`src/hdl/assert_macros.svh`:
```
// Concurrent assertion helpers, compiled out for synthesis.
`ifndef ASSERT_MACROS_SVH
`define ASSERT_MACROS_SVH

`ifndef SYNTHESIS
`define ASSERT_ALWAYS(label, clk, rst_n, expr) \
	label: assert property (@(posedge clk) disable iff (!rst_n) (expr)) \
	else $error("assertion failed");
`define ASSERT_IMPLIES(label, clk, rst_n, ante, cons) \
	label: assert property (@(posedge clk) disable iff (!rst_n) (ante) |-> (cons)) \
	else $error("assertion failed");
`define ASSERT_NEXT(label, clk, rst_n, ante, cons) \
	label: assert property (@(posedge clk) disable iff (!rst_n) (ante) |=> (cons)) \
	else $error("assertion failed");
`else
`define ASSERT_ALWAYS(label, clk, rst_n, expr)
`define ASSERT_IMPLIES(label, clk, rst_n, ante, cons)
`define ASSERT_NEXT(label, clk, rst_n, ante, cons)
`endif

`endif

```
`src/hdl/alsu_pkg.sv`:
```
package alsu_pkg;

	localparam logic OP_ISSUE = 1'b0;
	localparam logic OP_RDATA = 1'b1;

	localparam logic KIND_BUS = 1'b0;
	localparam logic KIND_REG = 1'b1;

	localparam logic [1:0] SH_LSL = 2'd0;
	localparam logic [1:0] SH_LSR = 2'd1;
	localparam logic [1:0] SH_ASR = 2'd2;
	localparam logic [1:0] SH_ROR = 2'd3;

	localparam logic [3:0]  PC_REG = 4'd15;
	localparam logic [31:0] PC_ADJ = 32'd4;

	localparam int IN_DATA_W  = 168;
	localparam int OUT_DATA_W = 104;

	typedef struct packed {
		logic        operation;
		logic [31:0] instr_word;
		logic [31:0] base_value;
		logic [31:0] offset_reg_value;
		logic [31:0] store_value;
		logic        carry_flag;
		logic [31:0] read_data;
	} item_t;

	typedef struct packed {
		logic        kind;
		logic [31:0] bus_address;
		logic        bus_is_write;
		logic        bus_is_byte;
		logic [31:0] bus_write_data;
		logic [3:0]  reg_index;
		logic [31:0] reg_value;
		logic        last;
	} result_t;

	typedef struct packed {
		logic        load_pending;
		logic [3:0]  load_dest;
		logic [1:0]  load_addr_low;
		logic        load_byte;
		logic        wb_pending;
		logic [3:0]  wb_reg;
		logic [31:0] wb_value;
	} ls_state_t;

endpackage

```
`src/hdl/alsu_exec.sv`:
```
module alsu_exec (
	input  alsu_pkg::item_t     item,
	input  alsu_pkg::ls_state_t state_cur,
	output alsu_pkg::result_t   res0,
	output alsu_pkg::result_t   res1,
	output logic [1:0]          res_cnt,
	output alsu_pkg::ls_state_t state_nxt
);

	logic        pre, up, byte_acc, wbit, load, imm_n;
	logic [3:0]  rn, rd, rm;
	logic [4:0]  amt;
	logic [1:0]  typ;
	logic [31:0] rm_val, shifted, offset, indexed, addr, st_data, ld_val;
	logic [63:0] ror_wide, ld_wide;
	logic        do_wb;

	assign pre      = item.instr_word[24];
	assign up       = item.instr_word[23];
	assign byte_acc = item.instr_word[22];
	assign wbit     = item.instr_word[21];
	assign load     = item.instr_word[20];
	assign imm_n    = item.instr_word[25];
	assign rn       = item.instr_word[19:16];
	assign rd       = item.instr_word[15:12];
	assign rm       = item.instr_word[3:0];
	assign amt      = item.instr_word[11:7];
	assign typ      = item.instr_word[6:5];

	assign rm_val   = item.offset_reg_value + ((rm == alsu_pkg::PC_REG) ? alsu_pkg::PC_ADJ : 32'd0);
	assign ror_wide = {rm_val, rm_val} >> amt;

	always_comb begin
		unique case (typ)
			alsu_pkg::SH_LSL: shifted = rm_val << amt;
			alsu_pkg::SH_LSR: shifted = (amt == 5'd0) ? 32'd0 : (rm_val >> amt);
			alsu_pkg::SH_ASR: shifted = (amt == 5'd0) ? {32{rm_val[31]}} :
				32'($signed(rm_val) >>> amt);
			alsu_pkg::SH_ROR: shifted = (amt == 5'd0) ? {item.carry_flag, rm_val[31:1]} :
				ror_wide[31:0];
			default: shifted = rm_val;
		endcase
	end

	assign offset  = imm_n ? shifted : {20'd0, item.instr_word[11:0]};
	assign indexed = up ? (item.base_value + offset) : (item.base_value - offset);
	assign addr    = pre ? indexed : item.base_value;
	assign do_wb   = (!pre || wbit) && !(load && (rd == rn));

	always_comb begin
		st_data = item.store_value + ((rd == alsu_pkg::PC_REG) ? alsu_pkg::PC_ADJ : 32'd0);
		if (byte_acc) begin
			st_data = {24'd0, st_data[7:0]};
		end
	end

	assign ld_wide = {item.read_data, item.read_data} >> {state_cur.load_addr_low, 3'b000};
	assign ld_val  = state_cur.load_byte ? {24'd0, item.read_data[7:0]} : ld_wide[31:0];

	always_comb begin
		res0      = '0;
		res1      = '0;
		res_cnt   = 2'd0;
		state_nxt = state_cur;
		if (item.operation == alsu_pkg::OP_RDATA) begin
			if (state_cur.load_pending) begin
				res0.kind      = alsu_pkg::KIND_REG;
				res0.reg_index = state_cur.load_dest;
				res0.reg_value = ld_val;
				res0.last      = !state_cur.wb_pending;
				res1.kind      = alsu_pkg::KIND_REG;
				res1.reg_index = state_cur.wb_reg;
				res1.reg_value = state_cur.wb_value;
				res1.last      = 1'b1;
				res_cnt        = state_cur.wb_pending ? 2'd2 : 2'd1;
				state_nxt.load_pending = 1'b0;
				state_nxt.wb_pending   = 1'b0;
			end
		end else begin
			res0.kind        = alsu_pkg::KIND_BUS;
			res0.bus_address = addr;
			res0.bus_is_byte = byte_acc;
			res1.kind        = alsu_pkg::KIND_REG;
			res1.reg_index   = rn;
			res1.reg_value   = indexed;
			res1.last        = 1'b1;
			state_nxt.load_pending = 1'b0;
			state_nxt.wb_pending   = 1'b0;
			if (load) begin
				res0.last                = 1'b1;
				res_cnt                  = 2'd1;
				state_nxt.load_pending   = 1'b1;
				state_nxt.load_dest      = rd;
				state_nxt.load_addr_low  = addr[1:0];
				state_nxt.load_byte      = byte_acc;
				state_nxt.wb_pending     = do_wb;
				state_nxt.wb_reg         = rn;
				state_nxt.wb_value       = indexed;
			end else begin
				res0.bus_is_write   = 1'b1;
				res0.bus_write_data = st_data;
				res0.last           = !do_wb;
				res_cnt             = do_wb ? 2'd2 : 2'd1;
			end
		end
	end

endmodule

```
`src/hdl/arm_load_store_word_byte_unit.sv`:
```
// Path: an input transfer reaches its first result on the master side through the
// input register, then the result register.
// Throughput: one input item per cycle when each item yields at most one result and
// m_axis_tready is high; a store with writeback or a load completion with writeback
// puts two results on the output port and holds the next item until the second is accepted.
// Reset: arst_n clears the input stage, the output buffer and the pending load state.
`include "assert_macros.svh"

module arm_load_store_word_byte_unit (
	input  logic         clk,
	input  logic         arst_n,
	input  logic         s_axis_tvalid,
	output logic         s_axis_tready,
	// instr_word, base_value, offset_reg_value, store_value, carry_flag, read_data, zero pad
	input  logic [167:0] s_axis_tdata,
	// operation
	input  logic         s_axis_tuser,
	output logic         m_axis_tvalid,
	input  logic         m_axis_tready,
	// bus_address, bus_is_write, bus_is_byte, bus_write_data, reg_index, reg_value, zero pad
	output logic [103:0] m_axis_tdata,
	// kind
	output logic         m_axis_tuser,
	output logic         m_axis_tlast
);

	alsu_pkg::item_t     item_in, item_s1;
	logic                valid_s1;
	alsu_pkg::ls_state_t st_q, st_nxt;
	alsu_pkg::result_t   r0, r1, res0_q, res1_q;
	logic [1:0]          r_cnt, out_cnt_q;
	logic                out_free, adv, s_xfer, m_xfer;

	assign item_in.operation        = s_axis_tuser;
	assign item_in.instr_word       = s_axis_tdata[31:0];
	assign item_in.base_value       = s_axis_tdata[63:32];
	assign item_in.offset_reg_value = s_axis_tdata[95:64];
	assign item_in.store_value      = s_axis_tdata[127:96];
	assign item_in.carry_flag       = s_axis_tdata[128];
	assign item_in.read_data        = s_axis_tdata[160:129];

	assign m_xfer        = m_axis_tvalid && m_axis_tready;
	assign out_free      = (out_cnt_q == 2'd0) || ((out_cnt_q == 2'd1) && m_axis_tready);
	assign adv           = valid_s1 && out_free;
	assign s_axis_tready = !valid_s1 || adv;
	assign s_xfer        = s_axis_tvalid && s_axis_tready;

	alsu_exec u_exec (
		.item      (item_s1),
		.state_cur (st_q),
		.res0      (r0),
		.res1      (r1),
		.res_cnt   (r_cnt),
		.state_nxt (st_nxt)
	);

	always_ff @(posedge clk or negedge arst_n) begin
		if (!arst_n) begin
			valid_s1 <= 1'b0;
		end else if (s_xfer) begin
			valid_s1 <= 1'b1;
		end else if (adv) begin
			valid_s1 <= 1'b0;
		end
	end

	always_ff @(posedge clk) begin
		if (s_xfer) begin
			item_s1 <= item_in;
		end
	end

	// commit pending load state as the item leaves the input stage
	always_ff @(posedge clk or negedge arst_n) begin
		if (!arst_n) begin
			st_q <= '0;
		end else if (adv) begin
			st_q <= st_nxt;
		end
	end

	always_ff @(posedge clk or negedge arst_n) begin
		if (!arst_n) begin
			out_cnt_q <= 2'd0;
		end else if (adv) begin
			out_cnt_q <= r_cnt;
		end else if (m_xfer) begin
			out_cnt_q <= out_cnt_q - 2'd1;
		end
	end

	always_ff @(posedge clk) begin
		if (adv) begin
			res0_q <= r0;
			res1_q <= r1;
		end else if (m_xfer) begin
			res0_q <= res1_q;
		end
	end

	assign m_axis_tvalid = (out_cnt_q != 2'd0);
	assign m_axis_tuser  = res0_q.kind;
	assign m_axis_tlast  = res0_q.last;
	assign m_axis_tdata  = {2'b00, res0_q.reg_value, res0_q.reg_index, res0_q.bus_write_data,
		res0_q.bus_is_byte, res0_q.bus_is_write, res0_q.bus_address};

	`ASSERT_ALWAYS(a_cnt_range, clk, arst_n, out_cnt_q != 2'd3)
	`ASSERT_IMPLIES(a_ready_when_empty, clk, arst_n, !valid_s1, s_axis_tready)
	`ASSERT_IMPLIES(a_pair_order, clk, arst_n, out_cnt_q == 2'd2,
		(res0_q.last == 1'b0) && (res1_q.kind == alsu_pkg::KIND_REG) && (res1_q.last == 1'b1))
	`ASSERT_NEXT(a_second_follows, clk, arst_n, m_xfer && (out_cnt_q == 2'd2), m_axis_tvalid)

endmodule
```
`config.mk`:
```
export PLATFORM = sky130hd
export DESIGN_NAME = arm_load_store_word_byte_unit
export DESIGN_NICKNAME = d
export VERILOG_FILES = /design/src/hdl/alsu_pkg.sv /design/src/hdl/alsu_exec.sv /design/src/hdl/arm_load_store_word_byte_unit.sv
export VERILOG_INCLUDE_DIRS = /design/src /design/src/hdl
export SDC_FILE = /design/constraint.sdc
export NUM_CORES = 1
export LEC_CHECK = 0
export ABC_AREA = 1
export ABC_CLOCK_PERIOD_IN_PS = 11700
export BUFFER_PORTS_ARGS = -buffer_cell sky130_fd_sc_hd__buf_4
export CAP_MARGIN = 20
export CELL_PAD_IN_SITES_DETAIL_PLACEMENT = 2
export CELL_PAD_IN_SITES_GLOBAL_PLACEMENT = 2
export CORE_ASPECT_RATIO = 1.4
export CORE_MARGIN = 2
export CORE_UTILIZATION = 36
export CTS_BUF_LIST = sky130_fd_sc_hd__clkbuf_8
export DETAILED_ROUTE_END_ITERATION = 6
export GPL_TIMING_DRIVEN = 0
export PLACE_DENSITY = 0.81
export SYNTH_ARGS = -nofsm -noshare
export SYNTH_HDL_FRONTEND = slang
export SYNTH_SLANG_ARGS = --single-unit
```
`constraint.sdc`:
```
create_clock -name clk -period 11.7 [get_ports clk]
set_clock_uncertainty 0.15 [all_clocks]
set_input_delay 1.755 -clock clk [delete_from_list [all_inputs] [get_ports clk]]
set_output_delay 1.755 -clock clk [all_outputs]
set_load 0.02 [all_outputs]
```
==> impl_metrics.toml, run 1 <==
[outcome]
status = "finished clean"

[route]
drc = 0
dr.first_iter.drc_count = 2070
viasPerCell = 6.18
drtPass1Iterations = 7
postRouteAntennaNets = 0
routed_wl_mm = 149
vias = 24900
routedWlPerCell_microns = 37.0

[floorplanning]
die_area_sq_um = 64000
initial_core_util_pct = 36.2
rows = 108
num_io_pins = 281
die_y_microns = 299
die_w_microns = 214
core-area_sq_um = 61600

[grt]
grt_use_total_pct = 45.9
overflow = 0
grt_max_degree = 93
grt_pass1_vias = 27600
antenna_found_initial = 11
grt_pass1_wl_mm = 210

[layout]
post-route-util_pct = 43.3
area_growth_pct = 19.6
fin_area_sq_um = 26700
layoutNonFillerInstCount = 4026
finalNetCount = 3355
layout-drive-gt1-share_pct = 16.0

[synthesis]
ys_warn_count = 0
seq_area_frac_synth_pct = 45.3
avgSynthCellArea_sq_um = 7.95
netlist_area_sq_um = 22300
synth_top_area_share_pct = 40.0
synth_most_common_cell = "nand2_1"
synth_ff_type = "edfxtp_1"
yosys-top-cells-count = "786 x nand2_1, 395 x nand3_1, 297 x edfxtp_1, 233 x inv_1, 199 x o21ai_0"
synthArstFlopShare_pct = 13.9
syn_inst = 2806
synth_area_leader_cell = "edfxtp_1"
netlist_top_cells_area = "edfxtp_1 40%, nand2_1 13%, nand3_1 8.9%"
synth-edff-count = 297
ys_ff_latch = 345
synth.lib_cells_used.distinct = 62

[sta]
hold_violations = 0
finalCriticalPeriod_ns = 9.56
rsz0062_at_grt = "false"
relSlewSlack_pct = 8.41
tightestPinTransition_ns = 1.36
period_share_pct = 81.7
setup_viol = 0
clock.fmax_mhz = 105
fin_setup_tns_ns = 0
drv_slew = 0

[clock_tree]
cts_root_buf = "clkbuf_8"
cts_resized = 0
clock_path_buffers = 3
post_cts_buffers = 0
clk_pin_slew_worst_paths_ns = 0.07
cts_sinks = 345
cts_made_buffers = 57
cts_hold_buf = 0
cts.htree.levels = 2
clk_latency_ns = 0.73
cts_tree = "done"

[placement]
place.detailed.hpwl_mm = 109
gp_congestion = 1.06
io_buffers = 265
dp_cells = 3905
placed_cell_area_sq_um = 25500

[setup_path]
path_max_fanout = 5
crit_arrival_ns = 9.87
crit_slowest_cell = "nor4_1"
cp.required_ns = 12.01
critPathMostFrequentCell = "nand2_1"
cp_slowest_stage_delay_ns = 0.80
start_kind = "flip-flop"
worst-r2r-setup-slack_ns = 2.14
cp-end-kind = "flip-flop"
critical_path_class = "reg2reg"

[pwr]
powerDensity_nw_per_um2 = 307
p_leak_nw = 11.9
peakVddDrop_uv = 199
power_mw = 8.20

[job]
maxCapViolations = 0

[hold_path]
holdCritPathClass = "reg2reg"
## routing by layer
layer	wire length [microns]	GRT usage, %
met4	21300	53.8
met2	73400	80.8
met1	44500	40.3
met3	9530	10.2
met5	12	0
## cell type report
type | instances | area [sq um]
Multi-Input combinational cell | 2073 | 10700
Timing Repair Buffer | 276 | 2180
Inverter | 253 | 955
Antenna cell | 11 | 27.5
Clock inverter | 42 | 211
Fill cell | 6978 | 34900
Sequential cell | 345 | 10100
Buffer | 136 | 572
Tap cell | 825 | 1030
Clock buffer | 65 | 895
## power by group
part | switching [mW] | internal, mW
registers | 0.363 | 1.97
clock network | 0.617 | 0.532
logic | 3.51 | 1.21
## metrics by stage
stage               hold WS [ns]  setup WS [ns]
floorplan                  0.303           2.34
global placement           0.316          -1.51
detailed placement         0.342           3.10
CTS                        0.370           2.52
global route               0.400           1.79
finish                     0.370           2.14
## critical path: cells and delay by family (launching register included)
kind	cells	cell delay [ns]
xor gates and xnor gates	2	0.65
buffers and inverters	5	0.54
and+or+nand+nor	20	4.28
adders and majority gates	4	1.28
AOI/OAI and AO/OA	9	1.97
DFF	1	0.39
## layout by cell type (no fill, tap or decap), types with 21 or more instances in the layout
cell type / count
dfrtp_1: 48
nand3_1: 395
edfxtp_1: 297
a21oi_1: 122
inv_1: 262
nor3_1: 21
nor2_1: 134
o21ai_0: 198
nand2_1: 786
xor2_1: 33
ha_1: 39
buf_4: 273
nand4_1: 25
a32o_1: 22
clkbuf_1: 78
nand2_2: 37
buf_1: 25
xnor2_1: 27
buf_2: 25
o211ai_1: 46
clkbuf_8: 65
o21ai_1: 22
## sequential cells by signal, summed over array words and instances (netlist names)
| register | count |
|---|---|
| valid_s1 | 1 |
| m_axis_tdata | 102 |
| item_s1 | 156 |
| st_q | 45 |
| m_axis_tuser | 1 |
| m_axis_tlast | 1 |
| out_cnt_q | 2 |
| res1_q | 37 |
## logic make-up (layout without fill, tap and decap cells)
logic type | after synthesis | count (layout) | share of synthesized area (%)
AND/OR/NAND/NOR | 1499 | 1499 | 30.7
other | 1 | 13 | 0.0168
buffers and inverters | 389 | 772 | 6.82
multiplexers | 13 | 13 | 0.583
flip-flops | 345 | 345 | 45.3
adder cells (fa/ha/maj) | 40 | 40 | 2.28
AO/OA/AOI/OAI | 459 | 459 | 12.0
XOR/XNOR | 60 | 60 | 2.35
## worst paths after layout
check / endpoint / start / depth (start not counted)
hold reg to reg: st_q[18] / st_q[18] / 2
setup / recovery: m_axis_tdata[29] / item_s1[130] / 40
setup reg to reg: m_axis_tdata[29] / item_s1[130] / 40
hold / removal: st_q[18] / st_q[18] / 2
min in group asynchronous: out_cnt_q[1] / arst_n / 1
max in group asynchronous: st_q[27] / arst_n / 1
Power figures use the tool's default switching activity.
==> inputs of run 2 (changes only) <==
--- a/config.mk
+++ b/config.mk
@@ -7,18 +7,18 @@
 export NUM_CORES = 1
 export LEC_CHECK = 0
 export ABC_AREA = 1
-export ABC_CLOCK_PERIOD_IN_PS = 11700
+export ABC_CLOCK_PERIOD_IN_PS = 8250
 export BUFFER_PORTS_ARGS = -buffer_cell sky130_fd_sc_hd__buf_4
 export CAP_MARGIN = 20
 export CELL_PAD_IN_SITES_DETAIL_PLACEMENT = 2
 export CELL_PAD_IN_SITES_GLOBAL_PLACEMENT = 2
 export CORE_ASPECT_RATIO = 1.4
 export CORE_MARGIN = 2
-export CORE_UTILIZATION = 36
+export CORE_UTILIZATION = 32
 export CTS_BUF_LIST = sky130_fd_sc_hd__clkbuf_8
 export DETAILED_ROUTE_END_ITERATION = 6
 export GPL_TIMING_DRIVEN = 0
-export PLACE_DENSITY = 0.81
+export PLACE_DENSITY = 0.76
 export SYNTH_ARGS = -nofsm -noshare
 export SYNTH_HDL_FRONTEND = slang
 export SYNTH_SLANG_ARGS = --single-unit
==> constraint.sdc (replaced) <==
create_clock -name clk -period 8.25 [get_ports clk]
set_clock_uncertainty 0.15 [all_clocks]
set_input_delay 1.2375 -clock clk [delete_from_list [all_inputs] [get_ports clk]]
set_output_delay 1.2375 -clock clk [all_outputs]
set_load 0.02 [all_outputs]
==> impl_metrics.toml, run 2 (synthesis gave the netlist of run 1 again) <==
[clock_tree]
clk_pin_slew_worst_paths_ns = 0.08
clk_latency_ns = 0.74
cts_sinks = 345
cts_tree = "done"
cts.htree.levels = 2
cts_root_buf = "clkbuf_8"
cts_made_buffers = 58
post_cts_buffers = 0
cts_hold_buf = 0
clock_path_buffers = 3

[sta]
clock.fmax_mhz = 127
relSlewSlack_pct = 25.7
drv_slew = 0
holdWs_ns = 0.342
hold_violations = 0
tightestPinTransition_ns = 1.11
worst_slack_ns = 0.401
rsz0062_at_grt = "false"
setup_viol = 0
fin_setup_tns_ns = 0
finalCriticalPeriod_ns = 7.85
period_share_pct = 95.1

[floorplanning]
num_io_pins = 281
initial_core_util_pct = 32.3
die_w_microns = 227
core-area_sq_um = 69000
rows = 114
die_y_microns = 316
die_area_sq_um = 71900

[layout]
finalNetCount = 3351
post-route-util_pct = 39.0
largest_reg_flops = 156
multi_input_area_sq_um = 10800
seqCellArea_sq_um = 10100
area_growth_pct = 20.7
fin_area_sq_um = 26900
layout_common_cells = "786 x nand2_1, 392 x nand3_1, 297 x edfxtp_1"
layout-drive-gt1-share_pct = 16.6
nFillCells = 8016
regMostFlops = "item_s1"
final_common_cell = "nand2_1"

[pwr]
p_leak_nw = 11.9
powerDensity_nw_per_um2 = 412
peakVddDrop_uv = 140

[setup_path]
worst-r2r-setup-slack_ns = 0.40
rr_startpoint = "item_s1[134]"
critPathMostFrequentCell = "nand2_1"
r2r_end = "m_axis_tdata[29]"
crit_arrival_ns = 8.15
cp-end-kind = "flip-flop"
start_kind = "flip-flop"
r2r_cells = 30
path_max_fanout = 10
cp.required_ns = 8.56
critical_path_class = "reg2reg"
crit_slowest_cell = "nor2_1"
cp_slowest_stage_delay_ns = 0.94

[route]
postRouteAntennaNets = 0
dr.first_iter.drc_count = 1400
vias = 23100
drc = 0
drtPass1Iterations = 5
routedWlPerCell_microns = 32.5
routed_wl_mm = 134
viasPerCell = 5.62

[grt]
grt_pass1_vias = 26000
grt_pass1_wl_mm = 188
grt_use_total_pct = 37.2
antenna_found_initial = 3
grt_max_degree = 104
overflow = 0

[placement]
placed_cell_area_sq_um = 25600
io_buffers = 265
gp_congestion = 1.05
pre_cts_ws_ns = -0.362
place.detailed.hpwl_mm = 107

[hold_path]
hold_depth = 2
holdCritPathClass = "reg2reg"
min_from = "st_q[25]"
min_to = "st_q[25]"

[job]
maxCapViolations = 0

[outcome]
status = "finished clean"
run 2: cell count changes in the layout (fill, tap and decap cells not counted), sizes merged, moves of 3 or more:
| cell | change |
|---|---|
| clkbuf | +11 |
| diode | -7 |
| clkinv | -6 |
| buf | -4 |
| inv | -3 |
run 2: what timing repair did:
item	CTS	global route
endpoints found under the setup margin	24	30
pin swaps	0	2
gates resized for setup	4	16
run 2: worst max-delay path by stage:
stage / end / slack [ns] / start
after floorplan: out_cnt_q[1] / 1.86 / out_cnt_q[0]
after global placement: out_cnt_q[1] / -0.50 / out_cnt_q[0]
after detailed placement: m_axis_tdata[29] / -0.36 / item_s1[129]
after CTS: m_axis_tdata[29] / 0.05 / item_s1[129]
after global routing: m_axis_tdata[29] / 0.02 / item_s1[131]
final: m_axis_tdata[29] / 0.40 / item_s1[134]
run 2: final cells by class:
| class | count | area share [%] |
|---|---|---|
| antenna | 4 | 0.0372 |
| buffer | 136 | 2.12 |
| clock buffer | 77 | 3.94 |
| clock inverter | 33 | 0.604 |
| inverter | 253 | 3.55 |
| multi-input combinational | 2073 | 40.0 |
| sequential | 345 | 37.6 |
| tap | 928 | 4.31 |
| timing repair buffer | 271 | 7.81 |
run 2: through the flow:
step,total power [mW],cells
finish,11.1,4120
global route,11.6,4118
CTS,11.0,4115
detailed placement,9.15,4005
global placement,8.89,4000
floorplan,6.52,2807
run 2: critical path, delay by kind of cell (launching register included):
family,cells,cell delay [ns]
simple gates,12,2.56
fa+ha+maj,1,0.35
buf+inv,6,1.19
flops,1,0.51
compound gates,9,2.34
xor+xnor,2,0.44
run 2: power by group:
| group | switching [mW] | total (mW) | internal [mW] |
|---|---|---|---|
| Sequential | 0.428 | 3.21 | 2.78 |
| Combinational | 4.50 | 6.20 | 1.70 |
| Clock | 0.831 | 1.67 | 0.839 |
run 2: routing by layer:
metal	wire length, microns	track usage (%)	vias to the layer above
li1	-	-	10300
met5	15	0	-
met3	5290	4.96	414
met4	14800	34.4	2
met2	72500	72.1	849
met1	41300	32.4	11600
